**src/rtl/core/rsd_pkg.sv**
```systemverilog
// Package for the running standard deviation block.
// Holds the sequencer state type and the fixed widths of the shared arithmetic.
// No dependencies.
package rsd_pkg;

  // The sum of squares is always a full 64-bit word.
  localparam int unsigned SqW = 64;

  // The square root takes one result bit per step over a 64-bit radicand.
  localparam int unsigned RootSteps = SqW / 2;

  // The step counter must hold the longest pass, which is SqW steps.
  localparam int unsigned StepCntW = 7;

  typedef enum logic [3:0] {
    ST_IDLE,
    ST_SQUARE,
    ST_ACCUM,
    ST_DIV_MEAN,
    ST_DIV_SQ,
    ST_MUL,
    ST_SUB,
    ST_SQRT,
    ST_DONE
  } rsd_state_e;

endpackage

```
**src/rtl/core/running_std_deviation.sv**
```systemverilog
// Running standard deviation of duration samples, by the sum-of-squares method.
// Top level: one sequencer driving a shared shift-and-subtract step unit.
// Depends on rsd_pkg.
//
// Usage. Each input transaction on the s_axis channel either adds one sample
// (tuser low, sample in tdata) or clears all accumulators (tuser high). Every
// input transaction yields exactly one output transaction on m_axis carrying the
// sample count, the floored mean, the floored population standard deviation and
// a flag that tells whether the sum of squares has saturated.
// Sequence. For an add, the shared step unit takes one quotient bit per cycle
// for each of the two divisions by the count, then, when the variance is
// positive, one root bit per cycle for the square root.
// One item at a time; s_axis_tready is high only while the sequencer is idle.
// Reset. rst_ni clears the count, the sum and the sum of squares, and empties the
// output register.
// Stalls. A finished result sits in the output register; while it waits the block
// may take and work on the next item, and only holds that item's result back
// until the receiver has taken the earlier one.
module running_std_deviation #(
  parameter int unsigned SAMPLE_BITS = 24,
  parameter int unsigned COUNT_BITS  = 16
) (
  input  logic                                               clk_i,
  input  logic                                               rst_ni,
  // Input channel.
  input  logic                                               s_axis_tvalid_i,
  output logic                                               s_axis_tready_o,
  // tdata fields from bit 0: sample_ms (SAMPLE_BITS), zero padding to whole bytes.
  input  logic [((SAMPLE_BITS + 7) / 8) * 8 - 1:0]           s_axis_tdata_i,
  // tuser fields from bit 0: func (1 bit, 0 = add sample, 1 = clear).
  input  logic                                               s_axis_tuser_i,
  // Output channel.
  output logic                                               m_axis_tvalid_o,
  input  logic                                               m_axis_tready_i,
  // tdata fields from bit 0: sample_count (COUNT_BITS), mean_ms (SAMPLE_BITS),
  // std_dev_ms (SAMPLE_BITS), zero padding to whole bytes.
  output logic [((COUNT_BITS + 2 * SAMPLE_BITS + 7) / 8) * 8 - 1:0] m_axis_tdata_o,
  // tuser fields from bit 0: squares_saturated (1 bit).
  output logic                                               m_axis_tuser_o
);

  localparam int unsigned SqW      = rsd_pkg::SqW;
  localparam int unsigned CntW     = rsd_pkg::StepCntW;
  localparam int unsigned SumW     = SAMPLE_BITS + COUNT_BITS;
  localparam int unsigned ProdW    = 2 * SAMPLE_BITS;
  localparam int unsigned OutW     = ((COUNT_BITS + 2 * SAMPLE_BITS + 7) / 8) * 8;
  localparam int unsigned RootW    = rsd_pkg::RootSteps;
  // The step unit must hold a shifted division remainder (COUNT_BITS + 1 bits)
  // and a shifted root remainder with its trial value (35 bits).
  localparam int unsigned RemW     = (COUNT_BITS + 1 > 35) ? COUNT_BITS + 1 : 35;
  localparam logic [COUNT_BITS-1:0] CountMax = {COUNT_BITS{1'b1}};
  localparam logic [RootW-1:0]      DevMax   =
    RootW'((64'd1 << SAMPLE_BITS) - 64'd1);

  rsd_pkg::rsd_state_e state_q, state_d;

  logic [SAMPLE_BITS-1:0] sample_q,  sample_d;
  logic [COUNT_BITS-1:0]  count_q,   count_d;
  logic [SumW-1:0]        sum_q,     sum_d;
  logic [SqW-1:0]         ssq_q,     ssq_d;
  logic [ProdW-1:0]       prod_q,    prod_d;
  logic [SqW-1:0]         x_q,       x_d;
  logic [RemW-1:0]        rem_q,     rem_d;
  logic [SqW-1:0]         acc_q,     acc_d;
  logic [CntW-1:0]        cnt_q,     cnt_d;
  logic [SAMPLE_BITS-1:0] mean_q,    mean_d;
  logic [SAMPLE_BITS-1:0] dev_q,     dev_d;
  logic                   m_valid_q;
  logic [OutW-1:0]        m_data_q;
  logic                   m_user_q;

  logic                   in_fire;
  logic                   out_free;
  logic                   last_step;

  // Shared step unit: one trial subtraction per cycle. In division mode the
  // next dividend bit joins the remainder and the count is tried; in root mode
  // the next two radicand bits join and the trial value is four times the
  // partial root plus one.
  logic                   root_mode;
  logic [RemW-1:0]        step_a;
  logic [RemW-1:0]        step_b;
  logic [RemW:0]          step_diff;
  logic                   step_ge;
  logic [RemW-1:0]        step_rem;
  logic [SqW-1:0]         step_acc;
  logic [SqW-1:0]         step_x;

  // Saturating accumulation of the squares.
  logic [SqW:0]           ssq_sum;
  logic [SAMPLE_BITS-1:0] mul_a;
  logic [RootW-1:0]       root;

  assign in_fire   = s_axis_tvalid_i && s_axis_tready_o;
  assign out_free  = !m_valid_q || m_axis_tready_i;
  assign last_step = (cnt_q == CntW'(1));

  assign root_mode = (state_q == rsd_pkg::ST_SQRT);
  assign step_a    = root_mode ? {rem_q[RemW-3:0], x_q[SqW-1 -: 2]}
                               : {rem_q[RemW-2:0], x_q[SqW-1]};
  assign step_b    = root_mode ? {acc_q[RemW-3:0], 2'b01}
                               : RemW'(count_q);
  assign step_diff = {1'b0, step_a} - {1'b0, step_b};
  assign step_ge   = !step_diff[RemW];
  assign step_rem  = step_ge ? step_diff[RemW-1:0] : step_a;
  assign step_acc  = {acc_q[SqW-2:0], step_ge};
  assign step_x    = root_mode ? {x_q[SqW-3:0], 2'b00} : {x_q[SqW-2:0], 1'b0};

  assign ssq_sum   = {1'b0, ssq_q} + {1'b0, SqW'(prod_q)};
  assign mul_a     = (state_q == rsd_pkg::ST_SQUARE) ? sample_q : mean_q;
  assign root      = step_acc[RootW-1:0];

  // Next state.
  always_comb begin
    state_d = state_q;
    case (state_q)
      rsd_pkg::ST_IDLE: begin
        if (in_fire) begin
          state_d = s_axis_tuser_i ? rsd_pkg::ST_DONE : rsd_pkg::ST_SQUARE;
        end
      end
      rsd_pkg::ST_SQUARE:   state_d = rsd_pkg::ST_ACCUM;
      // After an add the count is never zero, so both divisions are safe.
      rsd_pkg::ST_ACCUM:    state_d = rsd_pkg::ST_DIV_MEAN;
      rsd_pkg::ST_DIV_MEAN: begin
        if (last_step) begin
          state_d = rsd_pkg::ST_DIV_SQ;
        end
      end
      rsd_pkg::ST_DIV_SQ: begin
        if (last_step) begin
          state_d = rsd_pkg::ST_MUL;
        end
      end
      rsd_pkg::ST_MUL:      state_d = rsd_pkg::ST_SUB;
      rsd_pkg::ST_SUB: begin
        state_d = (x_q > SqW'(prod_q)) ? rsd_pkg::ST_SQRT : rsd_pkg::ST_DONE;
      end
      rsd_pkg::ST_SQRT: begin
        if (last_step) begin
          state_d = rsd_pkg::ST_DONE;
        end
      end
      rsd_pkg::ST_DONE: begin
        if (out_free) begin
          state_d = rsd_pkg::ST_IDLE;
        end
      end
      default:              state_d = rsd_pkg::ST_IDLE;
    endcase
  end

  // Handshake outputs.
  always_comb begin
    s_axis_tready_o = (state_q == rsd_pkg::ST_IDLE);
    m_axis_tvalid_o = m_valid_q;
    m_axis_tdata_o  = m_data_q;
    m_axis_tuser_o  = m_user_q;
  end

  // Datapath.
  always_comb begin
    sample_d = sample_q;
    count_d  = count_q;
    sum_d    = sum_q;
    ssq_d    = ssq_q;
    prod_d   = prod_q;
    x_d      = x_q;
    rem_d    = rem_q;
    acc_d    = acc_q;
    cnt_d    = cnt_q;
    mean_d   = mean_q;
    dev_d    = dev_q;
    case (state_q)
      rsd_pkg::ST_IDLE: begin
        if (in_fire) begin
          sample_d = s_axis_tdata_i[SAMPLE_BITS-1:0];
          if (s_axis_tuser_i) begin
            count_d = '0;
            sum_d   = '0;
            ssq_d   = '0;
            mean_d  = '0;
            dev_d   = '0;
          end
        end
      end
      rsd_pkg::ST_SQUARE: begin
        prod_d = ProdW'(mul_a) * ProdW'(mul_a);
      end
      rsd_pkg::ST_ACCUM: begin
        // A full count ignores the sample altogether so the mean stays sound.
        if (count_q != CountMax) begin
          count_d = count_q + COUNT_BITS'(1);
          sum_d   = sum_q + SumW'(sample_q);
          if (ssq_sum[SqW] || (&ssq_sum[SqW-1:0])) begin
            ssq_d = {SqW{1'b1}};
          end else begin
            ssq_d = ssq_sum[SqW-1:0];
          end
        end
        x_d   = {sum_d, {(SqW - SumW){1'b0}}};
        rem_d = '0;
        acc_d = '0;
        cnt_d = CntW'(SumW);
      end
      rsd_pkg::ST_DIV_MEAN: begin
        rem_d = step_rem;
        acc_d = step_acc;
        x_d   = step_x;
        cnt_d = cnt_q - CntW'(1);
        if (last_step) begin
          // The mean never exceeds the largest sample.
          mean_d = step_acc[SAMPLE_BITS-1:0];
          x_d    = ssq_q;
          rem_d  = '0;
          acc_d  = '0;
          cnt_d  = CntW'(SqW);
        end
      end
      rsd_pkg::ST_DIV_SQ: begin
        rem_d = step_rem;
        acc_d = step_acc;
        x_d   = step_x;
        cnt_d = cnt_q - CntW'(1);
        if (last_step) begin
          // The mean square waits in the shift register for the subtraction.
          x_d = step_acc;
        end
      end
      rsd_pkg::ST_MUL: begin
        prod_d = ProdW'(mul_a) * ProdW'(mul_a);
      end
      rsd_pkg::ST_SUB: begin
        if (x_q > SqW'(prod_q)) begin
          x_d   = x_q - SqW'(prod_q);
          rem_d = '0;
          acc_d = '0;
          cnt_d = CntW'(RootW);
        end else begin
          dev_d = '0;
        end
      end
      rsd_pkg::ST_SQRT: begin
        rem_d = step_rem;
        acc_d = step_acc;
        x_d   = step_x;
        cnt_d = cnt_q - CntW'(1);
        if (last_step) begin
          dev_d = (root > DevMax) ? DevMax[SAMPLE_BITS-1:0] : root[SAMPLE_BITS-1:0];
        end
      end
      default: begin
      end
    endcase
  end

  // Control registers.
  always_ff @(posedge clk_i or negedge rst_ni) begin
    if (!rst_ni) begin
      state_q   <= rsd_pkg::ST_IDLE;
      count_q   <= '0;
      sum_q     <= '0;
      ssq_q     <= '0;
      m_valid_q <= 1'b0;
    end else begin
      state_q <= state_d;
      count_q <= count_d;
      sum_q   <= sum_d;
      ssq_q   <= ssq_d;
      if ((state_q == rsd_pkg::ST_DONE) && out_free) begin
        m_valid_q <= 1'b1;
      end else if (m_axis_tready_i) begin
        m_valid_q <= 1'b0;
      end
    end
  end

  // Working and payload registers.
  always_ff @(posedge clk_i) begin
    sample_q <= sample_d;
    prod_q   <= prod_d;
    x_q      <= x_d;
    rem_q    <= rem_d;
    acc_q    <= acc_d;
    cnt_q    <= cnt_d;
    mean_q   <= mean_d;
    dev_q    <= dev_d;
    if ((state_q == rsd_pkg::ST_DONE) && out_free) begin
      m_data_q <= OutW'({dev_q, mean_q, count_q});
      m_user_q <= &ssq_q;
    end
  end

endmodule
```
**config.mk**
```make
export PLATFORM = sky130hd
export DESIGN_NAME = running_std_deviation
export DESIGN_NICKNAME = d
export VERILOG_FILES = /design/src/rtl/core/rsd_pkg.sv /design/src/rtl/core/running_std_deviation.sv
export SDC_FILE = /design/constraint.sdc
export NUM_CORES = 2
export LEC_CHECK = 0
export BUFFER_PORTS_ARGS = -buffer_cell sky130_fd_sc_hd__buf_4
export CAP_MARGIN = 10
export CORE_ASPECT_RATIO = 1.1
export CORE_MARGIN = 4
export CORE_UTILIZATION = 60
export DETAILED_ROUTE_END_ITERATION = 10
export MAX_ROUTING_LAYER = met4
export PLACE_DENSITY = 0.77
export SYNTH_ARGS = -nofsm -noshare
export SYNTH_HDL_FRONTEND = slang
export SYNTH_SLANG_ARGS = --single-unit
```
**constraint.sdc**
```tcl
create_clock -name clk_i -period 15.6 [get_ports clk_i]
set_clock_uncertainty 0.05 [all_clocks]
set_input_delay 0.78 -clock clk_i [delete_from_list [all_inputs] [get_ports clk_i]]
set_output_delay 0.78 -clock clk_i [all_outputs]
set_load 0.01 [all_outputs]
```
Yosys cells after proc, flatten, opt, wreduce, memory -nomap -nowiden
Index checks and enable logic that the tools add are counted.
{"block": "totals", "register_bits": 478, "latchBits": 0, "mem_bits_rw": 0, "rom_bits": 0, "input_bits": 29, "output_inout_bits": 67, "word_cells": 117, "n_memories": 0}
{"block": "op_classes", "n_addsub": 6, "n_mul": 1, "n_div": 0, "order_cmp": 2, "n_eq_ne": 19, "shift": 0, "mux": 49, "bitwise": 0, "n_reduce_logical": 25}
{"cell": "$mux W64", "n": 8}
{"cell": "$pmux W64 S5", "n": 1}
{"cell": "$pmux W63 S4", "n": 1}
{"cell": "$mux W24", "n": 7}
{"cell": "$pmux W34 S4", "n": 1}
{"cell": "$pmux W64 S2", "n": 1}
{"cell": "$reduce_and A64 Y1", "n": 2}
{"cell": "$mux W63", "n": 2}
{"cell": "$mux W40", "n": 3}
{"cell": "$mux W34", "n": 3}
{"cell": "$pmux W40 S2", "n": 1}
{"cell": "$pmux W24 S3", "n": 1}
{"cell": "$mux W35", "n": 2}
{"cell": "$add A64 B48 Y65", "n": 1}
{"cell": "$gt A64 B48 Y1", "n": 1}
{"cell": "$sub A64 B48 Y64", "n": 1}
{"cell": "$mul A24 B24 Y48", "n": 1}
{"cell": "$mux W16", "n": 3}
{"cell": "$pmux W24 S2", "n": 1}
{"cell": "$add A40 B24 Y40", "n": 1}
{"cell": "$pmux W4 S9", "n": 1}
{"cell": "$sub A35 B35 Y36", "n": 1}
{"cell": "$gt A32 B24 Y1 const B", "n": 1}
{"cell": "$pmux W16 S2", "n": 1}
{"cell": "27 further kinds", "n": 56}

Logic depth before layout (Yosys ltp)
{"block": "logic_depth", "ltp_word": 8, "mapped_depth": 36, "depth_no_buf": 33}

Least setup slack after synthesis
Ideal clock, no wire load.
{"block": "synth_path", "kind": "reg2reg", "from": "reg state_q[0]", "to": "reg prod_q[47], data pin", "arrival_ps": 8562, "required_time_ps": 15291, "setup_slack_ps": 6728, "path_stages_with_launch": 35, "n_path_buf": 4, "synth_period_minus_slack_ps": 8872, "path_cell_list": "dfrtp_1 > clkbuf_1 > nand2b_1 > nor3_1 > buf_1 > clkbuf_1 > mux2i_1 > clkbuf_1 > nor2_1 > fa_1 > inv_1 > fa_1 > inv_1 > fa_1 > inv_1 > fa_1 > inv_1 > fa_1 > fa_1 > inv_1 > fa_1 > inv_1 > ha_1 > and3_1 > nand3_1 > nor3_1 > o2111a_1 > a211o_1 > a31oi_1 > o211ai_1 > a31oi_1 > o31ai_1 > nand4_1 > a21oi_1 > xnor2_1"}
{"block": "synth_via", "elab_chain_cells": 3}
{"element": "start: declaration", "line": "running_std_deviation.sv:55", "source": "rsd_pkg::rsd_state_e state_q, state_d;"}
{"element": "start signal: assignment", "line": "running_std_deviation.sv:260", "source": "state_q <= rsd_pkg::ST_IDLE;"}
{"element": "start signal: assignment", "line": "running_std_deviation.sv:266", "source": "state_q <= state_d;"}
{"element": "$eq A4 B1 Y1", "line": "running_std_deviation.sv:110, running_std_deviation.sv:174"}
{"element": "$mux W24", "line": "running_std_deviation.sv:110", "source": "assign mul_a = (state_q == rsd_pkg::ST_SQUARE) ? sample_q : mean_q;"}
{"element": "$mul A24 B24 Y48", "line": "running_std_deviation.sv:188, running_std_deviation.sv:231"}
{"element": "end signal: assignment", "line": "running_std_deviation.sv:281", "source": "prod_q <= prod_d;"}
{"element": "end: declaration", "line": "running_std_deviation.sv:61", "source": "logic [ProdW-1:0] prod_q, prod_d;"}
No other way between the ends.
A chain may end at the register's enable or synchronous reset.

Worst setup path after layout
{"block": "layout_path", "from": "reg state_q[1]", "to": "reg prod_q[47], data pin"}
The elaborated chain is that of the path after synthesis.

==> flow_summary_export.csv <==
group,metric,value,unit
cells_and_area,layout.cells.non_filler,6080,
routing,antenna_left,0,
clocking,cts_buffer_depth,3,
setup_path,end_kind,"flip-flop",
synth,ys_ff_latch,477,
timing,slew-limit-headroom,0.295,
setup_path,slowest_delay,1.00,ns
clocking,clock_latency,0.62,ns
routing,dr.pass1.iters,6,
setup_path,cp_num_cells,33,
timing,slew_violations,0,
die,coreArea,76300,um^2
global_routing,grt_pass1_wl,222,mm
routing,num_vias,38100,
die,pin_count,96,
run,cap_violations,0,
clocking,htree_levels,2,
clocking,hold_buffers,0,
timing,finalSetupViolations,0,
placement,dp_hpwl,113,mm
synth,synthTopCellsByArea,"edfxtp_1 (23%), fa_1 (18%), ha_1 (8.8%)",
worst_hold_path,worst_hold_path_type,"input port to asynchronous set/reset pin",
placement,numPortBuffers,95,
global_routing,antenna_found_initial,4,
timing,final.period_utilization,0.695,
placement,dpl-instance-area,48000,um^2
die,rows,106,
synth,synth_xor_area_frac,0.0409,
timing,fin_setup_tns,0,ns
timing,worstMarginPinSlew,1.03,ns
cells_and_area,fin_area,49900,um^2
setup_path,worstSetupPathType,"flip-flop to flip-flop",
synth,synth_ff_type,"edfxtp_1",
die,start_util,0.607,
die,die_x,273,um
timing,grt_setup_unrepaired,"no",
setup_path,critPathArrivalTime,11.14,ns
die,dieArea,81700,um^2
setup_path,path_delay_family,"adder cells",
synth,ys_warn_count,0,
global_routing,grt_usage,0.365,
synth,muxShareOfSynthArea,0.0102,
synth,synth_cells,5016,
synth,synthAdderAreaFrac,0.272,
global_routing,grt_pass1_vias,37800,
clocking,post_cts_buffers,0,
cells_and_area,layout-drive-gt1-share,0.0649,
setup_path,critical_path_required,15.90,ns
cells_and_area,fillerInstances,6277,
setup_path,r2r_end,"prod_q[47]",
synth,ys_types,91,
setup_path,crit_path_top_delay_cell,"clkinv_1",
setup_path,regToRegSetupSlack,4.76,ns
clocking,ctsResizeCount,0,
setup_path,rr_startpoint,"state_q[1]",
cells_and_area,layout.nets,5790,
synth,synth_top_area_cell,"edfxtp_1",
setup_path,cp_max_fo,29,
synth,synth_compound_area_frac,0.160,
die,die_h,299,um
synth,synth-simple-area-share,0.147,
global_routing,grt-ovfl-total,0,
routing,routed_wl,146,mm
setup_path,startpoint,"state_q[1]",
synth,avgSynthCellArea,9.23,um^2
clocking,cts_tree,"yes",
clocking,clkTransAtPathRegs,0.07,ns
synth,synth_edf_count,352,
setup_path,critPathBufInv,9,
synth,yosys.area.top_type_share,0.228,
status,status,"finished, final reports clean",
synth,ys_seq_area_frac,0.296,
routing,wl_per_cell,24.0,um
timing,finalHoldViolations,0,
synth,synth_nets,5797,
clocking,numClockSinks,477,
routing,drt-initial-drc-count,3933,
clocking,cts_made_buffers,51,
synth,synth_top_family_by_area,"adder cells",
timing,whs,0.159,ns
synth,synth_area,46300,um^2
cells_and_area,syn2layout_area_growth,7.70,%
placement,place_inst,5982,
global_routing,grt_start_max_net_pins,73,
timing,period_needed,10.84,ns
routing,route.detailed.drc,0,
synth,synthArstFlopShare,0.262,
clocking,root_buffer,"clkbuf_16",
routing,avgViaCountPerCell,6.26,
placement,gp_congestion,1.03,
setup_path,ff2ff_path_depth,33,
setup_path,start_kind,"flip-flop",
timing,fmax,92.3,MHz
metal layers:
layer  wire (um)  up-vias  GRT usage
li1            -    17100          -
met3       12100      464     0.0441
met5           0        -          -
met4        9930        0      0.195
met1       55500    18600      0.462
met2       68400     1920      0.581
cells by family after synthesis:
kind of cell,count (synthesis)
and+or+nand+nor,1508
AOI/OAI and AO/OA,1114
buffers and inverters,904
adders and majority gates,752
DFF,477
xor gates and xnor gates,216
muxes,45
registers in the layout, indices dropped and copies added (netlist names):
signal / cells
x_q: 64
mean_q: 24
cnt_q: 7
rem_q: 34
m_axis_tuser_o: 1
m_axis_tdata_o: 64
ssq_q: 64
sum_q: 40
acc_q: 63
prod_q: 47
sample_q: 24
m_axis_tvalid_o: 1
dev_q: 24
count_q: 16
state_q: 4
synthesized netlist by cell type (11+ instances only):
library cell    n
a211oi_1       33
a21boi_0       27
a21o_1         96
a21oi_1       336
a21oi_2        14
a221o_1        12
a221oi_1       33
a22o_1         31
a22oi_1        49
a311oi_1       11
a31oi_1        35
and2_1        113
and3_1         32
buf_1          15
clkbuf_1      175
dfrtp_1       125
edfxtp_1      352
fa_1          425
ha_1          327
inv_1         693
mux2_2         16
mux2i_1        29
nand2_1       625
nand2b_1       24
nand3_1        78
nand4_1        54
nor2_1        389
nor2b_1        29
nor3_1         62
nor4_1         23
o211ai_1       30
o21a_1         36
o21ai_0       181
o21bai_1       30
o221ai_1       22
o31ai_1        27
or2_2          14
or3_1          31
xnor2_1       117
xor2_1         99
worst max path at each step:
stage,endpoint,slack [ns]
final,prod_q[47],4.76
after global routing,prod_q[47],4.29
after global placement,prod_q[47],5.27
after CTS,prod_q[47],4.86
after floorplan,prod_q[47],6.73
after detailed placement,prod_q[47],4.90
cell usage in the layout, fill, tap and decap left out, types with 47 or more instances in the layout:
cell type / count
xor2_1: 99
ha_1: 327
and2_1: 113
nand4_1: 54
buf_4: 144
nor2_1: 382
nand2_1: 623
nor3_1: 58
a21oi_1: 333
a22oi_1: 47
nand3_1: 77
dfrtp_1: 125
fa_1: 425
edfxtp_1: 352
inv_1: 693
o21ai_0: 180
xnor2_1: 117
a21o_1: 96
clkbuf_16: 51
through the flow:
step / utilization / setup slack [ns]
final: 0.654 / 4.76
after global routing: 0.654 / 4.29
after CTS: 0.654 / 4.86
after detailed placement: 0.630 / 4.90
after global placement: 0.630 / 5.27
after floorplan: - / 6.73
cell type report:
type / instances / area, um^2 / area share
clock inverter: 30 / 365 / 0.00733
sequential: 477 / 13700 / 0.275
clock buffer: 65 / 1450 / 0.0291
timing repair buffer: 145 / 1090 / 0.0219
inverter: 699 / 2620 / 0.0526
multi-input combinational: 3635 / 29300 / 0.589
tap: 1026 / 1280 / 0.0257
antenna: 3 / 7.51 / 0.000151
Power is left out: the tool's default activity adds up to more than one toggle a clock period on the data nets, which glitch-free logic cannot reach.
